==> src/hdl/rtbk_pkg.sv <==
// Shared types and constants of the repeating timer bank.
package rtbk_pkg;

   localparam int ID_W        = 8;
   localparam int DATA_W      = 32;
   localparam int MAX_RESULTS = 8;
   localparam int RES_CNT_W   = $clog2(MAX_RESULTS + 1);
   localparam int QUEUE_DEPTH = 2;

   typedef enum logic [1:0] {
      OP_SET_INTERVAL = 2'd0,
      OP_RUN          = 2'd1,
      OP_STOP         = 2'd2,
      OP_TICK         = 2'd3
   } op_type;

   typedef enum logic {
      EV_FIRED  = 1'b0,
      EV_BAD_ID = 1'b1
   } event_type;

   // One classified command as it waits between the front and the sequencer.
   typedef struct packed {
      op_type              op;
      logic                bad_id;
      logic [ID_W-1:0]     timer_id;
      logic [DATA_W-1:0]   amount;
      logic [DATA_W-1:0]   now;
   } item_type;

   typedef struct packed {
      logic [DATA_W-1:0] period;
      logic [DATA_W-1:0] repeats_left;
      logic [DATA_W-1:0] deadline;
   } timer_entry_type;

endpackage

==> src/hdl/rtbk_front.sv <==
// Front end: accepts commands, flags bad timer ids and queues them for the sequencer.
module rtbk_front
   import rtbk_pkg::*;
#(
   parameter int TIMER_COUNT = 8
) (
   input  logic                clock,
   input  logic                reset,
   input  logic                req_valid,
   output logic                req_ready,
   input  logic [1:0]          req_op,
   input  logic [ID_W-1:0]     req_timer_id,
   input  logic [DATA_W-1:0]   req_amount,
   input  logic [DATA_W-1:0]   req_now,
   output logic                head_valid,
   output item_type            head_item,
   input  logic                head_pop
);

   localparam int PTR_W = $clog2(QUEUE_DEPTH);
   localparam int CNT_W = $clog2(QUEUE_DEPTH + 1);

   item_type              queue_ff [QUEUE_DEPTH];
   logic [PTR_W-1:0]      wr_ptr_ff, wr_ptr_in;
   logic [PTR_W-1:0]      rd_ptr_ff, rd_ptr_in;
   logic [CNT_W-1:0]      count_ff, count_in;
   logic                  push;
   item_type              new_item;

   assign req_ready  = (count_ff != CNT_W'(QUEUE_DEPTH));
   assign push       = req_valid && req_ready;
   assign head_valid = (count_ff != '0);
   assign head_item  = queue_ff[rd_ptr_ff];

   always_comb begin
      new_item.op       = op_type'(req_op);
      new_item.timer_id = req_timer_id;
      new_item.amount   = req_amount;
      new_item.now      = req_now;
      // A tick addresses no timer, so its id is never rejected.
      new_item.bad_id   = (op_type'(req_op) != OP_TICK) &&
                          (req_timer_id >= ID_W'(TIMER_COUNT));
   end

   always_comb begin
      wr_ptr_in = wr_ptr_ff;
      rd_ptr_in = rd_ptr_ff;
      count_in  = count_ff;
      if (push) begin
         wr_ptr_in = (wr_ptr_ff == PTR_W'(QUEUE_DEPTH - 1)) ? '0 : wr_ptr_ff + PTR_W'(1);
      end
      if (head_pop) begin
         rd_ptr_in = (rd_ptr_ff == PTR_W'(QUEUE_DEPTH - 1)) ? '0 : rd_ptr_ff + PTR_W'(1);
      end
      case ({push, head_pop})
         2'b10:   count_in = count_ff + CNT_W'(1);
         2'b01:   count_in = count_ff - CNT_W'(1);
         default: count_in = count_ff;
      endcase
   end

   always_ff @(posedge clock) begin
      if (reset) begin
         wr_ptr_ff <= '0;
         rd_ptr_ff <= '0;
         count_ff  <= '0;
      end else begin
         wr_ptr_ff <= wr_ptr_in;
         rd_ptr_ff <= rd_ptr_in;
         count_ff  <= count_in;
      end
      if (push) begin
         queue_ff[wr_ptr_ff] <= new_item;
      end
   end

endmodule

==> src/hdl/rtbk_exec.sv <==
// Back end: timer table, command sequencer, tick scan and result register.
module rtbk_exec
   import rtbk_pkg::*;
#(
   parameter int TIMER_COUNT = 8
) (
   input  logic                clock,
   input  logic                reset,
   input  logic                head_valid,
   input  item_type            head_item,
   output logic                head_pop,
   output logic                rsp_valid,
   input  logic                rsp_ready,
   output logic                rsp_event_res,
   output logic [ID_W-1:0]     rsp_which_timer,
   output logic                rsp_last
);

   localparam int IDX_W = (TIMER_COUNT > 1) ? $clog2(TIMER_COUNT) : 1;
   localparam logic [IDX_W-1:0] LAST_IDX = IDX_W'(TIMER_COUNT - 1);

   typedef enum logic [1:0] {
      S_IDLE,
      S_EXEC,
      S_SCAN,
      S_FLUSH
   } state_type;

   // Timer table with one valid bit per entry; an entry never written reads as zero.
   timer_entry_type          timer_mem_ff [TIMER_COUNT];
   logic [TIMER_COUNT-1:0]   entry_valid_ff;
   timer_entry_type          rd_data_ff;
   logic                     rd_valid_ff;
   logic                     rd_en;
   logic [IDX_W-1:0]         rd_addr;
   logic                     mem_we;
   logic [IDX_W-1:0]         wr_addr;
   timer_entry_type          wr_data;
   timer_entry_type          entry;

   state_type                state_ff, state_in;
   item_type                 cur_ff, cur_in;
   logic [IDX_W-1:0]         proc_idx_ff, proc_idx_in;
   logic [RES_CNT_W-1:0]     res_cnt_ff, res_cnt_in;
   logic                     pend_valid_ff, pend_valid_in;
   logic [IDX_W-1:0]         pend_idx_ff, pend_idx_in;

   logic                     out_valid_ff;
   logic                     out_event_ff;
   logic [ID_W-1:0]          out_which_ff;
   logic                     out_last_ff;
   logic                     out_free;
   logic                     push;
   event_type                push_event;
   logic [ID_W-1:0]          push_which;
   logic                     push_last;

   logic                     due;
   logic                     fire;
   logic                     stall;

   assign out_free = !out_valid_ff || rsp_ready;
   assign entry    = rd_valid_ff ? rd_data_ff : '0;

   assign due  = (entry.deadline != '0) && (entry.deadline <= cur_ff.now);
   assign fire = due && (res_cnt_ff < RES_CNT_W'(MAX_RESULTS));
   // A second due timer can only be taken once the held result has left.
   assign stall = (state_ff == S_SCAN) && fire && pend_valid_ff && !out_free;

   always_comb begin
      state_in      = state_ff;
      cur_in        = cur_ff;
      proc_idx_in   = proc_idx_ff;
      res_cnt_in    = res_cnt_ff;
      pend_valid_in = pend_valid_ff;
      pend_idx_in   = pend_idx_ff;
      head_pop      = 1'b0;
      rd_en         = 1'b0;
      rd_addr       = '0;
      mem_we        = 1'b0;
      wr_addr       = proc_idx_ff;
      wr_data       = entry;
      push          = 1'b0;
      push_event    = EV_FIRED;
      push_which    = ID_W'(pend_idx_ff);
      push_last     = 1'b0;

      case (state_ff)
         S_IDLE: begin
            if (head_valid) begin
               if (head_item.op == OP_TICK) begin
                  head_pop      = 1'b1;
                  cur_in        = head_item;
                  rd_en         = 1'b1;
                  rd_addr       = '0;
                  proc_idx_in   = '0;
                  res_cnt_in    = '0;
                  pend_valid_in = 1'b0;
                  state_in      = S_SCAN;
               end else if (head_item.bad_id) begin
                  if (out_free) begin
                     head_pop   = 1'b1;
                     push       = 1'b1;
                     push_event = EV_BAD_ID;
                     push_which = head_item.timer_id;
                     push_last  = 1'b1;
                  end
               end else begin
                  head_pop    = 1'b1;
                  cur_in      = head_item;
                  rd_en       = 1'b1;
                  rd_addr     = head_item.timer_id[IDX_W-1:0];
                  proc_idx_in = head_item.timer_id[IDX_W-1:0];
                  state_in    = S_EXEC;
               end
            end
         end

         S_EXEC: begin
            mem_we = 1'b1;
            case (cur_ff.op)
               OP_SET_INTERVAL: begin
                  wr_data.period       = cur_ff.amount;
                  wr_data.repeats_left = '0;
                  wr_data.deadline     = '0;
               end
               OP_RUN: begin
                  wr_data.repeats_left = cur_ff.amount;
                  wr_data.deadline     = cur_ff.now + entry.period;
               end
               default: begin
                  wr_data.deadline = '0;
               end
            endcase
            state_in = S_IDLE;
         end

         S_SCAN: begin
            if (!stall) begin
               if (fire) begin
                  mem_we = 1'b1;
                  // The last repeat, or a run count of zero, leaves the timer idle.
                  if (entry.repeats_left <= DATA_W'(1)) begin
                     wr_data.repeats_left = '0;
                     wr_data.deadline     = '0;
                  end else begin
                     wr_data.repeats_left = entry.repeats_left - DATA_W'(1);
                     wr_data.deadline     = entry.deadline + entry.period;
                  end
                  if (pend_valid_ff) begin
                     push = 1'b1;
                  end
                  pend_valid_in = 1'b1;
                  pend_idx_in   = proc_idx_ff;
                  res_cnt_in    = res_cnt_ff + RES_CNT_W'(1);
               end
               if (proc_idx_ff == LAST_IDX) begin
                  state_in = S_FLUSH;
               end else begin
                  proc_idx_in = proc_idx_ff + IDX_W'(1);
                  rd_en       = 1'b1;
                  rd_addr     = proc_idx_ff + IDX_W'(1);
               end
            end
         end

         S_FLUSH: begin
            if (pend_valid_ff) begin
               if (out_free) begin
                  push          = 1'b1;
                  push_last     = 1'b1;
                  pend_valid_in = 1'b0;
                  state_in      = S_IDLE;
               end
            end else begin
               state_in = S_IDLE;
            end
         end

         default: begin
            state_in = S_IDLE;
         end
      endcase
   end

   always_ff @(posedge clock) begin
      if (reset) begin
         state_ff      <= S_IDLE;
         pend_valid_ff <= 1'b0;
         res_cnt_ff    <= '0;
         out_valid_ff  <= 1'b0;
      end else begin
         state_ff      <= state_in;
         pend_valid_ff <= pend_valid_in;
         res_cnt_ff    <= res_cnt_in;
         if (out_free) begin
            out_valid_ff <= push;
         end
      end
      cur_ff      <= cur_in;
      proc_idx_ff <= proc_idx_in;
      pend_idx_ff <= pend_idx_in;
      if (push) begin
         out_event_ff <= push_event;
         out_which_ff <= push_which;
         out_last_ff  <= push_last;
      end
   end

   always_ff @(posedge clock) begin
      if (mem_we) begin
         timer_mem_ff[wr_addr] <= wr_data;
      end
      if (rd_en) begin
         rd_data_ff  <= timer_mem_ff[rd_addr];
         rd_valid_ff <= entry_valid_ff[rd_addr];
      end
   end

   always_ff @(posedge clock) begin
      if (reset) begin
         entry_valid_ff <= '0;
      end else if (mem_we) begin
         entry_valid_ff[wr_addr] <= 1'b1;
      end
   end

   assign rsp_valid       = out_valid_ff;
   assign rsp_event_res   = out_event_ff;
   assign rsp_which_timer = out_which_ff;
   assign rsp_last        = out_last_ff;

endmodule

==> src/hdl/repeating_timer_bank_core.sv <==
// Top level of the repeating timer bank: front end, sequencer and checks.
//
//   channel   direction  handshake            beat contents
//   req_      in         req_valid/req_ready  op, timer_id, amount, now
//   rsp_      out        rsp_valid/rsp_ready  event_res, which_timer, last
//
// A tick passes through the sequencer in steps: it fetches the first entry, visits
// each timer in turn through the table's single read and write port, and releases
// the final result. Set, run and stop read the entry, then write it back, and a
// rejected id is answered from idle. A two-entry queue lets commands arrive while a
// tick is scanning. Reset clears the queue, the sequencer and the table's valid bits.
// A stalled result port holds the scan only when a second result is ready to go.
module repeating_timer_bank_core
   import rtbk_pkg::*;
#(
   parameter int TIMER_COUNT = 8
) (
   input  logic                clock,
   input  logic                reset,
   input  logic                req_valid,
   output logic                req_ready,
   input  logic [1:0]          req_op,
   input  logic [ID_W-1:0]     req_timer_id,
   input  logic [DATA_W-1:0]   req_amount,
   input  logic [DATA_W-1:0]   req_now,
   output logic                rsp_valid,
   input  logic                rsp_ready,
   output logic                rsp_event_res,
   output logic [ID_W-1:0]     rsp_which_timer,
   output logic                rsp_last
);

   logic      head_valid;
   item_type  head_item;
   logic      head_pop;

   rtbk_front #(
      .TIMER_COUNT (TIMER_COUNT)
   ) u_front (
      .clock        (clock),
      .reset        (reset),
      .req_valid    (req_valid),
      .req_ready    (req_ready),
      .req_op       (req_op),
      .req_timer_id (req_timer_id),
      .req_amount   (req_amount),
      .req_now      (req_now),
      .head_valid   (head_valid),
      .head_item    (head_item),
      .head_pop     (head_pop)
   );

   rtbk_exec #(
      .TIMER_COUNT (TIMER_COUNT)
   ) u_exec (
      .clock           (clock),
      .reset           (reset),
      .head_valid      (head_valid),
      .head_item       (head_item),
      .head_pop        (head_pop),
      .rsp_valid       (rsp_valid),
      .rsp_ready       (rsp_ready),
      .rsp_event_res   (rsp_event_res),
      .rsp_which_timer (rsp_which_timer),
      .rsp_last        (rsp_last)
   );

`ifndef SYNTHESIS
   // The sequencer never pops an empty queue.
   a_pop_needs_item: assert property (@(posedge clock) disable iff (reset)
      head_pop |-> head_valid)
      else $error("queue popped while empty");

   // A rejected id is always a lone result and lies outside the bank.
   a_bad_id_result: assert property (@(posedge clock) disable iff (reset)
      (rsp_valid && rsp_event_res == EV_BAD_ID) |->
         (rsp_last && rsp_which_timer >= ID_W'(TIMER_COUNT)))
      else $error("error result malformed");

   // A fired result always names a timer inside the bank.
   a_fire_in_range: assert property (@(posedge clock) disable iff (reset)
      (rsp_valid && rsp_event_res == EV_FIRED) |-> (rsp_which_timer < ID_W'(TIMER_COUNT)))
      else $error("fired result names a missing timer");

   // No result is offered in the cycle after reset.
   a_quiet_after_reset: assert property (@(posedge clock)
      reset |=> !rsp_valid)
      else $error("result offered straight after reset");
`endif

endmodule
==> config.mk <==
export PLATFORM = sky130hd
export DESIGN_NAME = repeating_timer_bank_core
export DESIGN_NICKNAME = d
export VERILOG_FILES = /design/src/hdl/rtbk_pkg.sv /design/src/hdl/rtbk_front.sv /design/src/hdl/rtbk_exec.sv /design/src/hdl/repeating_timer_bank_core.sv
export SDC_FILE = /design/constraint.sdc
export NUM_CORES = 2
export LEC_CHECK = 0
export ABC_CLOCK_PERIOD_IN_PS = 19000
export BUFFER_PORTS_ARGS = -buffer_cell sky130_fd_sc_hd__clkbuf_2
export CAP_MARGIN = 25
export CORE_ASPECT_RATIO = 0.9
export CORE_MARGIN = 4
export CORE_UTILIZATION = 39
export DETAILED_ROUTE_END_ITERATION = 8
export PLACE_DENSITY = 0.56
export REMOVE_ABC_BUFFERS = 1
export SLEW_MARGIN = 30
export SYNTH_ARGS = -nofsm -noshare
export SYNTH_HDL_FRONTEND = slang
export SYNTH_HIERARCHICAL = 1
export SYNTH_SLANG_ARGS = --single-unit
export TNS_END_PERCENT = 100
==> constraint.sdc <==
create_clock -name clock -period 19 [get_ports clock]
set_input_delay 1.9 -clock clock [delete_from_list [all_inputs] [get_ports clock]]
set_output_delay 1.9 -clock clock [all_outputs]
set_load 0.005 [all_outputs]
# After elaboration in Yosys (flattened, before gate mapping)
# Memory sizes are Yosys's and may differ from the RTL's. A register that Yosys moved wholly into a read port is not among the register bits.
# Index checks and enable logic that the tools add are counted.
# Widths: inputs -> output; s select.
[op_classes]
addsub = 9
order_cmp = 7
n_eq_ne = 19
muxes = 84
bitwise = 6
n_reduce_logical = 25
[op_table]
columns = ["op", "n"]
rows = [
  ["$mux 64", 3],
  ["$mux 75", 2],
  ["$pmux 64 s2", 1],
  ["$mux 32", 3],
  ["$mux 96", 1],
  ["$add 32x32->32", 2],
  ["$pmux 32 s2", 1],
  ["$mux 3", 15],
  ["$mux 1", 35],
  ["$le 32x1->1 const B", 1],
  ["$le 32x32->1", 1],
  ["$reduce_bool 32->1", 1],
  ["$sub 32x1->32 const B", 1],
  ["$reduce_and 5->1", 4],
  ["$mux 4", 4],
  ["$mux 2", 7],
  ["$ne 2x2->1 const B", 7],
  ["$pmux 3 s2", 2],
  ["$eq 2x2->1 const B", 4],
  ["$ge 8x4->1 const B", 1],
  ["$logic_and 1x1->1", 8],
  ["$lt 3x4->1 const B", 2],
  ["$or 8x8->8", 1],
  ["$pmux 2 s4", 1],
  ["25 further kinds", 42],
]
[word_totals]
reg_bits = 103
mem_bits_rw = 918
in_bits = 78
memories = 2
[memory_table]
columns = ["name", "depth", "width", "read_ports", "rd_clocked_by_memory_dff", "write_ports", "line_no", "source"]
rows = [
  ["u_exec.timer_mem_ff", 8, 96, 1, 1, 1, "rtbk_exec.sv:30", "timer_entry_type timer_mem_ff [TIMER_COUNT];"],
  ["u_front.queue_ff", 2, 75, 1, 1, 1, "rtbk_front.sv:23", "item_type queue_ff [QUEUE_DEPTH];"],
]

# Longest topological paths before layout
[logic_depth]
depth_word = 11
depth_mapped = 19
depth_no_buf = 13

# Hierarchy
# Netlist, hierarchy kept.
[by_module_without_submodules]
columns = ["module", "n_inst", "cells_each", "area_each_um2"]
rows = [
  ["rtbk_exec", 1, 2816, 43314.0],
  ["rtbk_front", 1, 259, 5632.9],
]

# Worst setup path after synthesis
# OpenSTA, ideal clock, no wires.
[synth_path]
kind = "register to register"
from = "reg u_exec.rd_valid_ff"
to = "mem u_exec/timer_mem_ff[1][0] (netlist name), enable pin"
t_arrival_ns = 10.305
setup_slack_ns = 8.027
path_stages_with_launch = 17
synth_period_minus_slack_ns = 10.973
path_cell_list = "edfxtp_1 -> clkbuf_1 -> clkbuf_1 -> clkbuf_1 -> clkbuf_1 -> clkbuf_1 -> and2_1 -> ha_1 -> and2_1 -> nand2_1 -> a21oi_1 -> o31a_1 -> nor4b_1 -> o21a_1 -> a21o_1 -> nand3_1 -> nor3_1"
[synth_via]
elab_chain_len = 11
[synth_rtl]
columns = ["item", "line_no", "source"]
rows = [
  ["from (decl)", "rtbk_exec.sv:33", "logic rd_valid_ff;"],
  ["from (signal assigned)", "rtbk_exec.sv:216", "rd_valid_ff <= entry_valid_ff[rd_addr];"],
  ["$mux 96 (*)", "rtbk_exec.sv:63", "assign entry = rd_valid_ff ? rd_data_ff : '0;"],
  ["$le 32x32->1 / $reduce_bool 32->1 (equally long branches)", "rtbk_exec.sv:65", "assign due = (entry.deadline != '0) && (entry.deadline <= cur_ff.now);"],
  ["$logic_and 1x1->1 (*)", "rtbk_exec.sv:65", ""],
  ["$logic_and 1x1->1 (*)", "rtbk_exec.sv:66", "assign fire = due && (res_cnt_ff < RES_CNT_W'(MAX_RESULTS));"],
  ["$logic_and 1x1->1 (3 in a row)", "rtbk_exec.sv:68", "assign stall = (state_ff == S_SCAN) && fire && pend_valid_ff && !out_free;"],
  ["$mux 1 (*)", "rtbk_exec.sv:139", "if (!stall) begin"],
  ["$pmux 1 s2 (*)", "rtbk_exec.sv:88", "case (state_ff)"],
  ["$mux 1 (*)", "rtbk_exec.sv:211", "if (mem_we) begin"],
  ["$mux 1 (not written as such) (*)", "rtbk_exec.sv:212", "timer_mem_ff[wr_addr] <= wr_data;"],
  ["to (decl)", "rtbk_exec.sv:30", ""],
]
# Every way passes the cells marked *; elsewhere a longest branch is shown, timed or not.

# Final worst setup path
[layout_path]
from = "reg u_exec.rd_valid_ff"
to = "mem u_exec/timer_mem_ff[4][9] (netlist name), enable pin"
# The elaborated chain is that of the path after synthesis.

==> results.yml <==
die:
  rows: 123
  die_y_microns: 344
  core_area_sq_um: 125000
  ios: 90
  dieArea_sq_um: 131000
  die_w_microns: 381
  start_util: 0.392
sta:
  rsz0062_at_grt: "false"
  clock_skew_ns: 0.0537
  final_hold_viol_count: 0
  fmax_mhz: 147
  worst_pin_slew_ns: 1.03
  tns_ns: 0
  period_share: 0.357
  max_slew_margin: 0.315
  finalSetupViolCount: 0
  slew_violations: 0
  fin_crit_ns: 6.78
placed_design:
  dpl_cell_area_sq_um: 51300
  dp_cells: 4743
  dpl.hpwl_microns: 80600
  gp_routability_congestion: 0.886
  io_buffer_count: 89
routing:
  antenna_left: 0
  firstDrtPassIters: 7
  wl_per_cell_microns: 27.1
  vias: 28446
  drcViolationCount: 0
  routed_wl_microns: 134000
  first_iter_violations: 2442
  vias_per_cell: 5.74
synth:
  synth-main-ff-cell: "edfxtp_1"
  synth_edf_count: 1097
  syn_avg_cell_area_sq_um: 15.9
  postSynth.asyncResetShare: 0
  syn_inst: 3075
  ys_seq_area_frac: 0.682
  synth-seq-cells: 1118
  netlist_area_sq_um: 48900
  synthDistinctLibCells: 92
  yosysWarnings: 6
grt:
  grt_overflow_total: 0
  grt_pass1_wl_microns: 195000
  grt_pass1_vias: 28992
  grt.total_usage: 0.200
  grt_start_max_net_pins: 135
  antenna_found_initial: 3
min_path:
  hold_path.startpoint: "u_exec/entry_valid_ff[2]$_SDFFE_PP0P_"
  worstHoldPathType: "flop to flop"
setup_path:
  r2r-start: "u_exec/rd_valid_ff$_DFFE_PP_"
  worst-path-buf-inv: 4
  slowest_stage: "buf_4"
  crit_required_ns: 19.34
  critPathTopFamily: "buffers and inverters"
  max_stage_delay_ns: 0.81
  worstSetupPathType: "flop to flop"
  worstSetupStartpointType: "flop"
  critPathLaunch: "u_exec/rd_valid_ff$_DFFE_PP_"
  critPathArrivalTime_ns: 7.12
  cp_cell_sequence: "buf_4 > and2_1 > ha_1 > nand4_1 > nor2_1 > o211ai_1 > a31oi_1 > nor4b_1 > o21a_1 > buf_4 > a21o_1 > nand3b_1 > nor2_4 > buf_4 > buf_4"
  cp-end-kind: "flop"
  worstPathMaxFanout: 65
  crit_top_cell: "buf_4"
run:
  cap_violations: 0
final_layout:
  diodes: 0
  finalNonFillerCells: 4956
  area_delta_synth_final_pct: 12.6
  nNetsFinal: 3352
  final_area_sq_um: 55100
  drive_gt1_frac: 0.198
power_and_ir_drop:
  leakage_nw: 18.2
  p_per_area_nw_per_um2: 168
  pwr-share-seq: 0.397
  ir_drop_uv: 153
  p_clk_frac: 0.243
  intPower_mw: 5.86
  power.share.switching: 0.366
  pwr-share-comb: 0.360
  switchingPower_mw: 3.39
clock_tree:
  cts_tree: "yes"
  clockBufferDepth: 3
  htree_levels: 3
  clk_pin_slew_ns: 0.06
  ctsResizeCount: 0
  numCtsBuffers: 112
  clockRootBuffer: "clkbuf_16"
  clock_latency_ns: 0.76
  cts_setup_buffers: 0
  clock-sinks: 1118
  postCtsHoldBufs: 0
run_status:
  status: "finished clean"
-- worst reg2reg max path: stages (launching register included) --
cell,delay (ns)
edfxtp_1,0.32
buf_4,0.52
and2_1,0.33
ha_1,0.25
nand4_1,0.19
nor2_1,0.10
o211ai_1,0.18
a31oi_1,0.34
nor4b_1,0.72
o21a_1,0.22
buf_4,0.26
a21o_1,0.18
nand3b_1,0.37
nor2_4,0.68
buf_4,0.81
buf_4,0.81
-- layout by cell type, fill, tap and decap left out, types with 74 or more instances in the layout --
master	synthesis	final
ha_1	102	102
edfxtp_1	1097	1097
and2_1	81	79
mux2i_1	199	199
clkbuf_2	0	89
nor2_1	80	74
a21oi_1	85	84
o32ai_1	91	91
mux2_2	238	238
nand2_1	122	122
clkbuf_16	0	114
-- stage by stage --
step                setup slack [ns]  hold slack [ns]  power [mW]   util
CTS                            12.20            0.475        9.29  0.441
global placement               12.23            0.466        6.93  0.411
floorplan                       2.11            0.446        6.15      -
detailed placement             12.21            0.467        7.02  0.411
global route                   11.87            0.511        9.69  0.441
finish                         12.22            0.477        9.26  0.441
-- path summary, 6_finish.rpt --
kind | to | depth (start not counted) | slack [ns]
worst max-delay path | u_exec/timer_mem_ff[4][9]$_DFFE_PP_ | 15 | 12.22
worst min-delay path | u_exec/entry_valid_ff[2]$_SDFFE_PP0P_ | 2 | 0.48
worst max register to register | u_exec/timer_mem_ff[4][9]$_DFFE_PP_ | 15 | 12.22
worst min register to register | u_exec/entry_valid_ff[2]$_SDFFE_PP0P_ | 2 | 0.48
-- sequential cells by signal, indices dropped and copies added, names as in the netlist, 2 cells and up, named ones only --
register                flops
u_exec/cur_ff              66
u_exec/timer_mem_ff       768
u_exec/rsp_which_timer      8
u_exec/proc_idx_ff          3
u_exec/entry_valid_ff       8
u_exec/rd_data_ff          96
u_exec/pend_idx_ff          3
u_exec/res_cnt_ff           4
u_front/queue_ff          150
u_exec/state_ff             2
u_front/count_ff            2
-- per-layer routing --
layer,share of wire,vias up,global-route usage
met1,0.45,14633,0.285
met5,0.00025,-,0
met3,0.071,216,0.0465
met4,0.029,4,0.0630
li1,-,12602,-
met2,0.45,991,0.307
-- area by class of cell --
type / count / area [sq um]
Timing Repair Buffer: 143 / 915
Clock buffer: 133 / 2930
Fill cell: 10873 / 69700
Inverter: 59 / 224
Multi-Input combinational cell: 1737 / 14700
Clock inverter: 79 / 828
Tap cell: 1687 / 2110
Sequential cell: 1118 / 33400
-- cell usage after synthesis, types with 64 or more instances --
master    instances  area share
o32ai_1          91       0.016
buf_2            67      0.0069
mux2_2          238       0.055
and2_1           81       0.010
nor2_1           80      0.0061
mux2i_1         199       0.041
mux2_1           64       0.015
edfxtp_1       1097        0.67
a21oi_1          85      0.0087
nand2_1         122      0.0094
clkbuf_1         75      0.0058
o21ai_0          74      0.0076
ha_1            102       0.026
-- logic make-up after synthesis --
family	share of synthesized area
flip-flops	0.682
AND/OR/NAND/NOR	0.0465
adder cells (fa/ha/maj)	0.0267
AO/OA/AOI/OAI	0.105
XOR/XNOR	0.00966
buffers and inverters	0.0204
multiplexers	0.110
-- power groups by stage --
stage               Sequential [mW]  Clock, mW  Combinational, mW
CTS                            3.67       2.30               3.31
global placement               3.72          0               3.21
floorplan                      3.62          0               2.53
finish                         3.68       2.25               3.33
detailed placement             3.72          0               3.30
global route                   3.70       2.41               3.59
No activity file was read; power rests on OpenSTA's default activity.
